==> config.mk <==
export PLATFORM = sky130hd
export DESIGN_NAME = mix_reconstruction_error_meter_flat
export DESIGN_NICKNAME = d
export VERILOG_FILES = /design/src/hw/rtl/mre_pkg.sv /design/src/hw/rtl/mre_if.sv /design/src/hw/rtl/mre_front.sv /design/src/hw/rtl/mre_queue.sv /design/src/hw/rtl/mre_back.sv /design/src/hw/rtl/mix_reconstruction_error_meter.sv /design/src/flat_wrapper.sv
export SDC_FILE = /design/constraint.sdc
export NUM_CORES = 2
export LEC_CHECK = 0
export BUFFER_PORTS_ARGS = -buffer_cell sky130_fd_sc_hd__buf_4
export CORE_AREA = 2 2 428 430
export DETAILED_ROUTE_END_ITERATION = 6
export DIE_AREA = 0 0 430 432
export PLACE_DENSITY = 0.41
export SLEW_MARGIN = 0
export SYNTH_ARGS = -nofsm -noshare
export SYNTH_HDL_FRONTEND = slang
export SYNTH_SLANG_ARGS = --single-unit
==> constraint.sdc <==
create_clock -name clk -period 19.65 [get_ports clk]
set_input_delay 1.965 -clock clk [delete_from_list [all_inputs] [get_ports clk]]
set_output_delay 1.965 -clock clk [all_outputs]
set_load 0.02 [all_outputs]
==> src/hw/rtl/mre_pkg.sv <==
// ----------------------------------------------------------------------------
// mre_pkg
// Shared widths, limits, word and status types for the reconstruction
// error meter.
// ----------------------------------------------------------------------------
`default_nettype none

package mre_pkg;

  localparam int SAMPLE_W       = 16;
  localparam int CSUM_W         = 23;
  localparam int ERR_W          = 22;
  localparam int SQ_W           = 2 * ERR_W;
  localparam int SUM_W          = 64;
  localparam int COUNT_W        = 32;
  localparam int RMS_W          = 30;

  localparam int MAX_COMPONENTS = 65;
  localparam int FRAC_BITS      = 8;
  localparam int CSUM_BOUND     = MAX_COMPONENTS * 32768;

  // long division of (sum << 2F) by the count, one quotient bit a step
  localparam int NUM_W          = SUM_W + 2 * FRAC_BITS;
  localparam int QUO_W          = 62;
  localparam int DIV_STEPS      = NUM_W;
  localparam int SQRT_STEPS     = QUO_W / 2;
  localparam int STEP_W         = $clog2(DIV_STEPS);

  // depth must be a power of two: pointers wrap naturally
  localparam int QUEUE_DEPTH    = 4;
  localparam int QPTR_W         = $clog2(QUEUE_DEPTH);
  localparam int QCNT_W         = $clog2(QUEUE_DEPTH + 1);

  localparam logic [RMS_W-1:0] RMS_MAX  = {RMS_W{1'b1}};
  localparam logic [QUO_W-1:0] ONE_INIT = QUO_W'(1) << (QUO_W - 2);

  typedef logic signed [SAMPLE_W-1:0] sample_t;

  // one word per closed position or signal end
  typedef struct packed {
    logic             close;
    logic             last;
    logic [ERR_W-1:0] abs_err;
  } mre_word_t;

  typedef struct packed {
    logic full;
    logic empty;
  } mre_q_status_t;

  typedef enum logic [2:0] {
    ST_ACCUM,
    ST_PREP,
    ST_DIV,
    ST_SQRT,
    ST_DONE
  } back_state_t;

endpackage

`default_nettype wire

==> src/hw/rtl/mre_if.sv <==
// ----------------------------------------------------------------------------
// mre_if
// Valid/ready channels: sample words in, result words out.
// ----------------------------------------------------------------------------
`default_nettype none

interface mre_in_if import mre_pkg::*; ();
  logic    valid;
  logic    ready;
  sample_t sample_value;
  logic    is_component;
  logic    position_last;
  logic    signal_last;

  modport source (output valid, sample_value, is_component, position_last, signal_last,
                  input ready);
  modport sink   (input valid, sample_value, is_component, position_last, signal_last,
                  output ready);
endinterface

interface mre_out_if import mre_pkg::*; ();
  logic               valid;
  logic               ready;
  logic [ERR_W-1:0]   peak_abs_error;
  logic [RMS_W-1:0]   rms_error_q8;
  logic [COUNT_W-1:0] positions_seen;
  logic               sum_saturated;

  modport source (output valid, peak_abs_error, rms_error_q8, positions_seen, sum_saturated,
                  input ready);
  modport sink   (input valid, peak_abs_error, rms_error_q8, positions_seen, sum_saturated,
                  output ready);
endinterface

`default_nettype wire

==> src/hw/rtl/mre_front.sv <==
// ----------------------------------------------------------------------------
// mre_front
// Takes sample words, holds the mixture and the saturating component sum
// of the open position, and queues the absolute error when a position
// closes or the signal ends.
// ----------------------------------------------------------------------------
`default_nettype none

module mre_front import mre_pkg::*; (
  input  wire           clk,
  input  wire           rst,
  mre_in_if.sink        samples,
  input  mre_q_status_t q_status,
  output logic          push,
  output mre_word_t     push_word
);

  localparam logic signed [CSUM_W:0] BOUND_POS = (CSUM_W + 1)'(CSUM_BOUND);
  localparam logic signed [CSUM_W:0] BOUND_NEG = -BOUND_POS;

  sample_t                  mixture_hold;
  logic signed [CSUM_W-1:0] component_sum;

  logic                     accept;
  logic signed [CSUM_W:0]   sum_wide;
  logic signed [CSUM_W:0]   sum_clamped;
  sample_t                  mix_new;
  logic signed [CSUM_W-1:0] csum_new;
  logic signed [CSUM_W:0]   err;
  logic [CSUM_W:0]          err_mag;

  assign samples.ready = !q_status.full;
  assign accept        = samples.valid && samples.ready;

  always_comb begin
    sum_wide = {component_sum[CSUM_W-1], component_sum}
             + {{(CSUM_W + 1 - SAMPLE_W){samples.sample_value[SAMPLE_W-1]}},
                samples.sample_value};
    if (sum_wide > BOUND_POS) begin
      sum_clamped = BOUND_POS;
    end else if (sum_wide < BOUND_NEG) begin
      sum_clamped = BOUND_NEG;
    end else begin
      sum_clamped = sum_wide;
    end
    mix_new  = samples.is_component ? mixture_hold : samples.sample_value;
    csum_new = samples.is_component ? sum_clamped[CSUM_W-1:0] : component_sum;
    err      = {{(CSUM_W + 1 - SAMPLE_W){mix_new[SAMPLE_W-1]}}, mix_new}
             - {csum_new[CSUM_W-1], csum_new};
    err_mag  = err[CSUM_W] ? -err : err;
  end

  assign push              = accept && (samples.position_last || samples.signal_last);
  assign push_word.close   = samples.position_last;
  assign push_word.last    = samples.signal_last;
  assign push_word.abs_err = err_mag[ERR_W-1:0];

  always_ff @(posedge clk) begin
    if (rst) begin
      mixture_hold  <= '0;
      component_sum <= '0;
    end else if (accept) begin
      if (samples.position_last || samples.signal_last) begin
        mixture_hold  <= '0;
        component_sum <= '0;
      end else begin
        mixture_hold  <= mix_new;
        component_sum <= csum_new;
      end
    end
  end

endmodule

`default_nettype wire

==> src/hw/rtl/mre_queue.sv <==
// ----------------------------------------------------------------------------
// mre_queue
// Short register queue of position words between front and back.
// ----------------------------------------------------------------------------
`default_nettype none

module mre_queue import mre_pkg::*; (
  input  wire           clk,
  input  wire           rst,
  input  wire           push,
  input  mre_word_t     push_word,
  input  wire           pop,
  output mre_word_t     head,
  output mre_q_status_t status
);

  mre_word_t         entries [QUEUE_DEPTH];
  logic [QPTR_W-1:0] wr_ptr;
  logic [QPTR_W-1:0] rd_ptr;
  logic [QCNT_W-1:0] fill;

  assign head         = entries[rd_ptr];
  assign status.full  = (fill == QCNT_W'(QUEUE_DEPTH));
  assign status.empty = (fill == '0);

  always_ff @(posedge clk) begin
    if (push) begin
      entries[wr_ptr] <= push_word;
    end
  end

  always_ff @(posedge clk) begin
    if (rst) begin
      wr_ptr <= '0;
      rd_ptr <= '0;
      fill   <= '0;
    end else begin
      if (push) begin
        wr_ptr <= wr_ptr + 1'b1;
      end
      if (pop) begin
        rd_ptr <= rd_ptr + 1'b1;
      end
      if (push && !pop) begin
        fill <= fill + 1'b1;
      end else if (pop && !push) begin
        fill <= fill - 1'b1;
      end
    end
  end

endmodule

`default_nettype wire

==> src/hw/rtl/mre_back.sv <==
// ----------------------------------------------------------------------------
// mre_back
// Squares and accumulates position errors; at signal end runs a bit-serial
// divide and square root if a position was counted and shows the result word.
// ----------------------------------------------------------------------------
`default_nettype none

module mre_back import mre_pkg::*; (
  input  wire           clk,
  input  wire           rst,
  input  mre_word_t     head,
  input  mre_q_status_t q_status,
  output logic          pop,
  mre_out_if.source     results
);

  back_state_t        state;
  back_state_t        state_next;

  // square stage
  logic               s1_valid;
  logic               s1_close;
  logic               s1_last;
  logic [ERR_W-1:0]   s1_abs;
  logic [SQ_W-1:0]    s1_sq;

  // accumulators
  logic [ERR_W-1:0]   peak;
  logic [SUM_W-1:0]   sq_sum;
  logic [COUNT_W-1:0] count;
  logic               ovf;

  // divide / root
  logic [NUM_W-1:0]   num;
  logic [COUNT_W-1:0] rem;
  logic [QUO_W-1:0]   quo;
  logic               quo_ovf;
  logic [QUO_W-1:0]   res;
  logic [QUO_W-1:0]   one;
  logic [STEP_W-1:0]  step;

  logic               s1_take;
  logic               prep;
  logic               div_step;
  logic               sqrt_step;
  logic               finish;

  logic [SUM_W:0]     sum_wide;
  logic [COUNT_W:0]   rem_sh;
  logic               rem_ge;
  logic [QUO_W-1:0]   root_t;
  logic [63:0]        lim64;
  logic [RMS_W-1:0]   lim;
  logic [RMS_W-1:0]   rms;

  // next state
  always_comb begin
    state_next = state;
    case (state)
      ST_ACCUM: begin
        if (s1_valid && s1_last) begin
          state_next = ST_PREP;
        end
      end
      ST_PREP: begin
        state_next = (count == '0) ? ST_DONE : ST_DIV;
      end
      ST_DIV: begin
        if (step == STEP_W'(DIV_STEPS - 1)) begin
          state_next = ST_SQRT;
        end
      end
      ST_SQRT: begin
        if (step == STEP_W'(SQRT_STEPS - 1)) begin
          state_next = ST_DONE;
        end
      end
      ST_DONE: begin
        if (!results.valid || results.ready) begin
          state_next = ST_ACCUM;
        end
      end
      default: begin
        state_next = ST_ACCUM;
      end
    endcase
  end

  // controls
  always_comb begin
    s1_take   = 1'b0;
    prep      = 1'b0;
    div_step  = 1'b0;
    sqrt_step = 1'b0;
    finish    = 1'b0;
    case (state)
      ST_ACCUM: s1_take   = s1_valid;
      ST_PREP:  prep      = 1'b1;
      ST_DIV:   div_step  = 1'b1;
      ST_SQRT:  sqrt_step = 1'b1;
      ST_DONE:  finish    = !results.valid || results.ready;
      default:  s1_take   = 1'b0;
    endcase
  end

  assign pop = !q_status.empty && (!s1_valid || s1_take);

  always_comb begin
    sum_wide = {1'b0, sq_sum} + (SUM_W + 1)'(s1_sq);
    rem_sh   = {rem, num[NUM_W-1]};
    rem_ge   = (rem_sh >= {1'b0, count});
    root_t   = res + one;
    lim64    = 64'(peak) << FRAC_BITS;
    lim      = (lim64 > 64'(RMS_MAX)) ? RMS_MAX : lim64[RMS_W-1:0];
    if (count == '0) begin
      rms = '0;
    end else if (quo_ovf || (64'(res) >= 64'(lim))) begin
      rms = lim;
    end else begin
      rms = res[RMS_W-1:0];
    end
  end

  always_ff @(posedge clk) begin
    if (rst) begin
      state    <= ST_ACCUM;
      s1_valid <= 1'b0;
    end else begin
      state <= state_next;
      if (pop) begin
        s1_valid <= 1'b1;
      end else if (s1_take) begin
        s1_valid <= 1'b0;
      end
    end
  end

  always_ff @(posedge clk) begin
    if (pop) begin
      s1_close <= head.close;
      s1_last  <= head.last;
      s1_abs   <= head.abs_err;
      s1_sq    <= SQ_W'(head.abs_err) * SQ_W'(head.abs_err);
    end
  end

  always_ff @(posedge clk) begin
    if (rst) begin
      peak   <= '0;
      sq_sum <= '0;
      count  <= '0;
      ovf    <= 1'b0;
    end else if (finish) begin
      peak   <= '0;
      sq_sum <= '0;
      count  <= '0;
      ovf    <= 1'b0;
    end else if (s1_take && s1_close) begin
      if (s1_abs > peak) begin
        peak <= s1_abs;
      end
      if (sum_wide[SUM_W]) begin
        sq_sum <= '1;
        ovf    <= 1'b1;
      end else begin
        sq_sum <= sum_wide[SUM_W-1:0];
      end
      if (count == '1) begin
        ovf <= 1'b1;
      end else begin
        count <= count + 1'b1;
      end
    end
  end

  always_ff @(posedge clk) begin
    if (prep) begin
      num     <= {sq_sum, {(2 * FRAC_BITS){1'b0}}};
      rem     <= '0;
      quo     <= '0;
      quo_ovf <= 1'b0;
      res     <= '0;
      one     <= ONE_INIT;
      step    <= '0;
    end else if (div_step) begin
      num     <= num << 1;
      rem     <= rem_ge ? COUNT_W'(rem_sh - {1'b0, count}) : rem_sh[COUNT_W-1:0];
      quo     <= {quo[QUO_W-2:0], rem_ge};
      quo_ovf <= quo_ovf | quo[QUO_W-1];
      step    <= (step == STEP_W'(DIV_STEPS - 1)) ? '0 : step + 1'b1;
    end else if (sqrt_step) begin
      if (quo >= root_t) begin
        quo <= quo - root_t;
        res <= (res >> 1) + one;
      end else begin
        res <= res >> 1;
      end
      one  <= one >> 2;
      step <= step + 1'b1;
    end
  end

  always_ff @(posedge clk) begin
    if (rst) begin
      results.valid <= 1'b0;
    end else if (finish) begin
      results.valid <= 1'b1;
    end else if (results.ready) begin
      results.valid <= 1'b0;
    end
  end

  always_ff @(posedge clk) begin
    if (finish) begin
      results.peak_abs_error <= peak;
      results.rms_error_q8   <= rms;
      results.positions_seen <= count;
      results.sum_saturated  <= ovf;
    end
  end

`ifndef SYNTHESIS
  a_div_holds_acc: assert property (@(posedge clk) disable iff (rst)
    (state == ST_DIV || state == ST_SQRT) |=> $stable(sq_sum) && $stable(count))
    else $error("accumulators moved during divide or root");

  a_empty_is_clear: assert property (@(posedge clk) disable iff (rst)
    (count == '0) |-> (sq_sum == '0) && (peak == '0))
    else $error("error accumulated without a counted position");

  a_end_starts_div: assert property (@(posedge clk) disable iff (rst)
    (s1_take && s1_last) |=> (state == ST_PREP))
    else $error("signal end did not start the result");

  a_rms_bounded: assert property (@(posedge clk) disable iff (rst)
    results.valid |-> (64'(results.rms_error_q8) <= (64'(results.peak_abs_error) << FRAC_BITS)))
    else $error("rms above peak bound");
`endif

endmodule

`default_nettype wire

==> src/hw/rtl/mix_reconstruction_error_meter.sv <==
// ----------------------------------------------------------------------------
// mix_reconstruction_error_meter
// Peak and RMS error between a mixture and the sum of its components.
// ----------------------------------------------------------------------------
// samples: one PCM16 word per item; per position the mixture word, then its
//   component words, position_last on the final one, signal_last on the final
//   word of the signal. One word is taken per cycle while the queue has room.
// results: one word per signal: peak error, RMS error (8 fraction bits),
//   positions counted and a saturation flag.
// Result path: the signal's last word passes the queue and the square stage
//   register to the accumulators, then the back end runs an 80-step restoring
//   divide and a 31-step square root, one bit per cycle; both are skipped
//   when no position was counted.
// Throughput: one word per cycle while the back end accumulates. During the
//   divide and root the front end stalls once the 4-word queue is full.
// Reset clears all accumulators, the queue and the result valid flag.
// A stalled receiver holds the result word; the back end waits in its final
//   state and the front end carries on until the queue is full.
// ----------------------------------------------------------------------------
`default_nettype none

module mix_reconstruction_error_meter import mre_pkg::*; (
  input  wire       clk,
  input  wire       rst,
  mre_in_if.sink    samples,
  mre_out_if.source results
);

  logic          push;
  mre_word_t     push_word;
  logic          pop;
  mre_word_t     head;
  mre_q_status_t q_status;

  mre_front u_front (
    .clk       (clk),
    .rst       (rst),
    .samples   (samples),
    .q_status  (q_status),
    .push      (push),
    .push_word (push_word)
  );

  mre_queue u_queue (
    .clk       (clk),
    .rst       (rst),
    .push      (push),
    .push_word (push_word),
    .pop       (pop),
    .head      (head),
    .status    (q_status)
  );

  mre_back u_back (
    .clk      (clk),
    .rst      (rst),
    .head     (head),
    .q_status (q_status),
    .pop      (pop),
    .results  (results)
  );

endmodule

`default_nettype wire

==> src/flat_wrapper.sv <==
// flat-port wrapper written by rule: the top's interface ports become plain ports
module mix_reconstruction_error_meter_flat import mre_pkg::*;
  (clk, rst, samples_valid, samples_sample_value, samples_is_component, samples_position_last, samples_signal_last, samples_ready, results_valid, results_peak_abs_error, results_rms_error_q8, results_positions_seen, results_sum_saturated, results_ready);
  mre_in_if samples_i ();
  mre_out_if results_i ();
  input  wire clk;
  input  wire rst;
  input wire logic [$bits(samples_i.valid)-1:0] samples_valid;
  input wire logic [$bits(samples_i.sample_value)-1:0] samples_sample_value;
  input wire logic [$bits(samples_i.is_component)-1:0] samples_is_component;
  input wire logic [$bits(samples_i.position_last)-1:0] samples_position_last;
  input wire logic [$bits(samples_i.signal_last)-1:0] samples_signal_last;
  output wire logic [$bits(samples_i.ready)-1:0] samples_ready;
  output wire logic [$bits(results_i.valid)-1:0] results_valid;
  output wire logic [$bits(results_i.peak_abs_error)-1:0] results_peak_abs_error;
  output wire logic [$bits(results_i.rms_error_q8)-1:0] results_rms_error_q8;
  output wire logic [$bits(results_i.positions_seen)-1:0] results_positions_seen;
  output wire logic [$bits(results_i.sum_saturated)-1:0] results_sum_saturated;
  input wire logic [$bits(results_i.ready)-1:0] results_ready;
  assign samples_i.valid = samples_valid;
  assign samples_i.sample_value = samples_sample_value;
  assign samples_i.is_component = samples_is_component;
  assign samples_i.position_last = samples_position_last;
  assign samples_i.signal_last = samples_signal_last;
  assign samples_ready = samples_i.ready;
  assign results_valid = results_i.valid;
  assign results_peak_abs_error = results_i.peak_abs_error;
  assign results_rms_error_q8 = results_i.rms_error_q8;
  assign results_positions_seen = results_i.positions_seen;
  assign results_sum_saturated = results_i.sum_saturated;
  assign results_i.ready = results_ready;
  mix_reconstruction_error_meter u_core (.clk(clk), .rst(rst), .samples(samples_i), .results(results_i));
endmodule
==> flow_metrics.tcl <==
set metrics [dict create \
    gp_congestion 0.831 \
    port_buffers 109 \
    dp_hpwl_um 125000 \
    cp-start-kind "flip-flop" \
    synth_cell_types 91 \
    ctsHtreeMaxLevel 3 \
    path_class "reg2reg" \
    synth-simple-area-share_pct 14.4 \
    drive_gt1_share_pct 7.09 \
    yosys_register_bits 678 \
    drt_iter0_drc 2259 \
    muxShareOfSynthArea_pct 2.51 \
    worstPathArrival_ns 10.69 \
    synthArstFlopShare_pct 0 \
    dr_total_vias 42400 \
    tritoncts "built" \
    clock-sinks 678 \
    die_y_um 432 \
    reg2reg_slack_ns 9.40 \
    postSynthCellCount 5979 \
    numCtsBuffers 88 \
    finalSetupViolCount 0 \
    grt_max_degree 156 \
    clk_pin_slew_ns 0.06 \
    drc_errors 0 \
    avgSynthCellArea_um2 9.03 \
    crit_path_end_kind "flip-flop" \
    timing.critical_path.fanout_max 46 \
    grt_pass1_vias 43900 \
    post_cts_buffers 0 \
    insertion_delay_ns 0.72 \
    hold_viol 0 \
    nets 6826 \
    drt_wl_total_um 167000 \
    io_pins 110 \
    core_um2 182000 \
    viasPerCell 5.01 \
    synth_compound_gate_area_share_pct 17.0 \
    synth_fp_nets 6811 \
    drv_slew 0 \
    crit_top_cell "fa_1" \
    cp_slowest_cell "o21ai_1" \
    drv_cap 0 \
    antenna_found_initial 1 \
    timing.final.crit_share_pct 52.2 \
    synthFlopType "dfxtp_1" \
    initial_core_util_pct 29.7 \
    clk_path_buf_depth 3 \
    finalCriticalPeriod_ns 10.25 \
    cts-hold-fix-buffers 0 \
    grt_use_total_pct 18.0 \
    synth-edff-count 311 \
    timing.fmax_mhz 97.6 \
    min_path_type "reg2reg" \
    die_w_um 430 \
    status "completed" \
    synth_xor_area_share_pct 5.91 \
    cts-root-buf "clkbuf_16" \
    drt_first_pass_iters 5 \
    rows 157 \
    crit_path_max_incr_delay_ns 1.07 \
    synth_adder_area_share_pct 23.7 \
    tightest_slew_ns 1.42 \
    syn-cell-area_um2 54000 \
    ys_seq_area_share_pct 30.9 \
    ys_warn_count 0 \
    drtAntennaViolNets 0 \
    rsz0062_at_grt "false" \
    cts_resized 0 \
    area_growth_pct 11.6 \
    relSlewSlack_pct 4.90 \
    critPathRequiredTime_ns 20.09 \
    synth_top_family_by_area "adder cells" \
    wl_per_cell_um 19.7 \
    grt_pass1_wl_um 261000 \
    fin_skew_ns 0.0430 \
    finalSetupTns_ns 0 \
    die_area_um2 186000 \
    gr-total-overflow 0 \
]
-- worst max-delay path: cells and delay by family (launching register included) --
| family | cells | cell delay [ns] |
|---|---|---|
| AO/OA/AOI/OAI | 7 | 2.59 |
| XOR/XNOR | 1 | 0.13 |
| adder cells (fa/ha/maj) | 8 | 3.98 |
| buffers and inverters | 5 | 1.55 |
| flip-flops | 1 | 0.31 |
| multiplexers | 1 | 0.41 |
| AND/OR/NAND/NOR | 5 | 1.01 |
-- flip-flops by register name, summed over array words and instances (netlist names), 16 cells and up, named ones only --
register and flops:
u_core.u_back.num 64, u_core.u_back.s1_abs 22, u_core.u_back.res 62, u_core.u_back.quo 62, u_core.u_back.results.peak_abs_error 22, u_core.u_back.one 31
u_core.u_front.mixture_hold 16, u_core.u_back.peak 22, u_core.u_back.sq_sum 64, u_core.u_back.count 32, u_core.u_back.results.positions_seen 32, u_core.u_back.s1_sq 42
u_core.u_back.rem 32, u_core.u_back.results.rms_error_q8 30, u_core.u_queue.entries 96, u_core.u_front.component_sum 23
-- cell type report --
type | instances | area [µm²]
clock buffer | 122 | 2500
timing repair buffer | 173 | 1310
multi-input combinational | 4503 | 34300
clock inverter | 41 | 359
sequential | 678 | 16700
fill | 18700 | 121000
antenna | 2 | 5.00
inverter | 550 | 2060
tap | 2385 | 2980
-- worst paths after layout --
check | from | endpoint | cells after the start
setup / recovery | flip-flop | u_core.u_back.s1_sq[43] | 27
hold / removal | u_core.u_back.peak[18] | u_core.u_back.results.peak_abs_error[18] | 0
setup reg to reg | flip-flop | u_core.u_back.s1_sq[43] | 27
hold reg to reg | u_core.u_back.peak[18] | u_core.u_back.results.peak_abs_error[18] | 0
-- per-stage QoR --
step	cells	hold slack [ns]	instance area, µm²	setup WS, ns	util [%]
finish	8454	0.472	60300	9.40	33.2
global route	8453	0.489	60300	8.72	33.2
CTS	8452	0.467	60200	9.26	33.2
floorplan	5979	0.406	54000	11.04	-
global placement	8289	0.476	57400	9.44	31.6
detailed placement	8289	0.478	57400	9.28	31.6
-- cells by family after synthesis --
family | Yosys count
AO/OA/AOI/OAI | 1443
XOR/XNOR | 364
adder cells (fa/ha/maj) | 809
buffers and inverters | 798
flip-flops | 678
multiplexers | 128
AND/OR/NAND/NOR | 1759
-- per-layer routing --
| layer | track usage (%) | share of wire (%) | vias to the layer above |
|---|---|---|---|
| met5 | 0 | 0 | - |
| met4 | 4.67 | 2.3 | 0 |
| met2 | 32.2 | 50 | 579 |
| met1 | 22.8 | 45 | 20800 |
| met3 | 2.06 | 2.9 | 188 |
| li1 | - | - | 20800 |
-- layout by cell type (no fill, tap or decap), types with 88 or more instances in the layout --
cell         n
buf_4      172
dfxtp_1    365
xnor2_1    207
nor2_1     561
mux2i_1     88
ha_1       457
a21o_1     133
fa_1       352
o21ai_0    305
xor2_1     157
inv_1      540
a21oi_1    432
nand2_1    702
edfxtp_1   311
clkbuf_16   91
-- cell usage after synthesis (36+ instances only) --
master,instances,share of area (%)
o21bai_1,60,0.83
nor3_1,74,0.69
mux2_2,38,0.79
a211oi_1,58,0.81
a31oi_1,79,0.92
a21oi_1,433,4.0
fa_1,352,13
o21ai_0,315,2.9
clkbuf_1,210,1.5
dfxtp_1,367,14
nor4_1,36,0.42
nand3_1,70,0.65
nand2_1,704,4.9
a21o_1,133,1.9
inv_1,541,3.8
xor2_1,157,2.5
nor2b_1,48,0.56
xnor2_1,207,3.4
ha_1,457,11
o21a_1,46,0.64
nor2_1,567,3.9
mux2i_1,88,1.6
nand4_1,68,0.79
edfxtp_1,311,17
nand2b_1,40,0.46
Power is left out: the tool's default activity adds up to more than one toggle a clock period on the data nets, which glitch-free logic cannot reach.
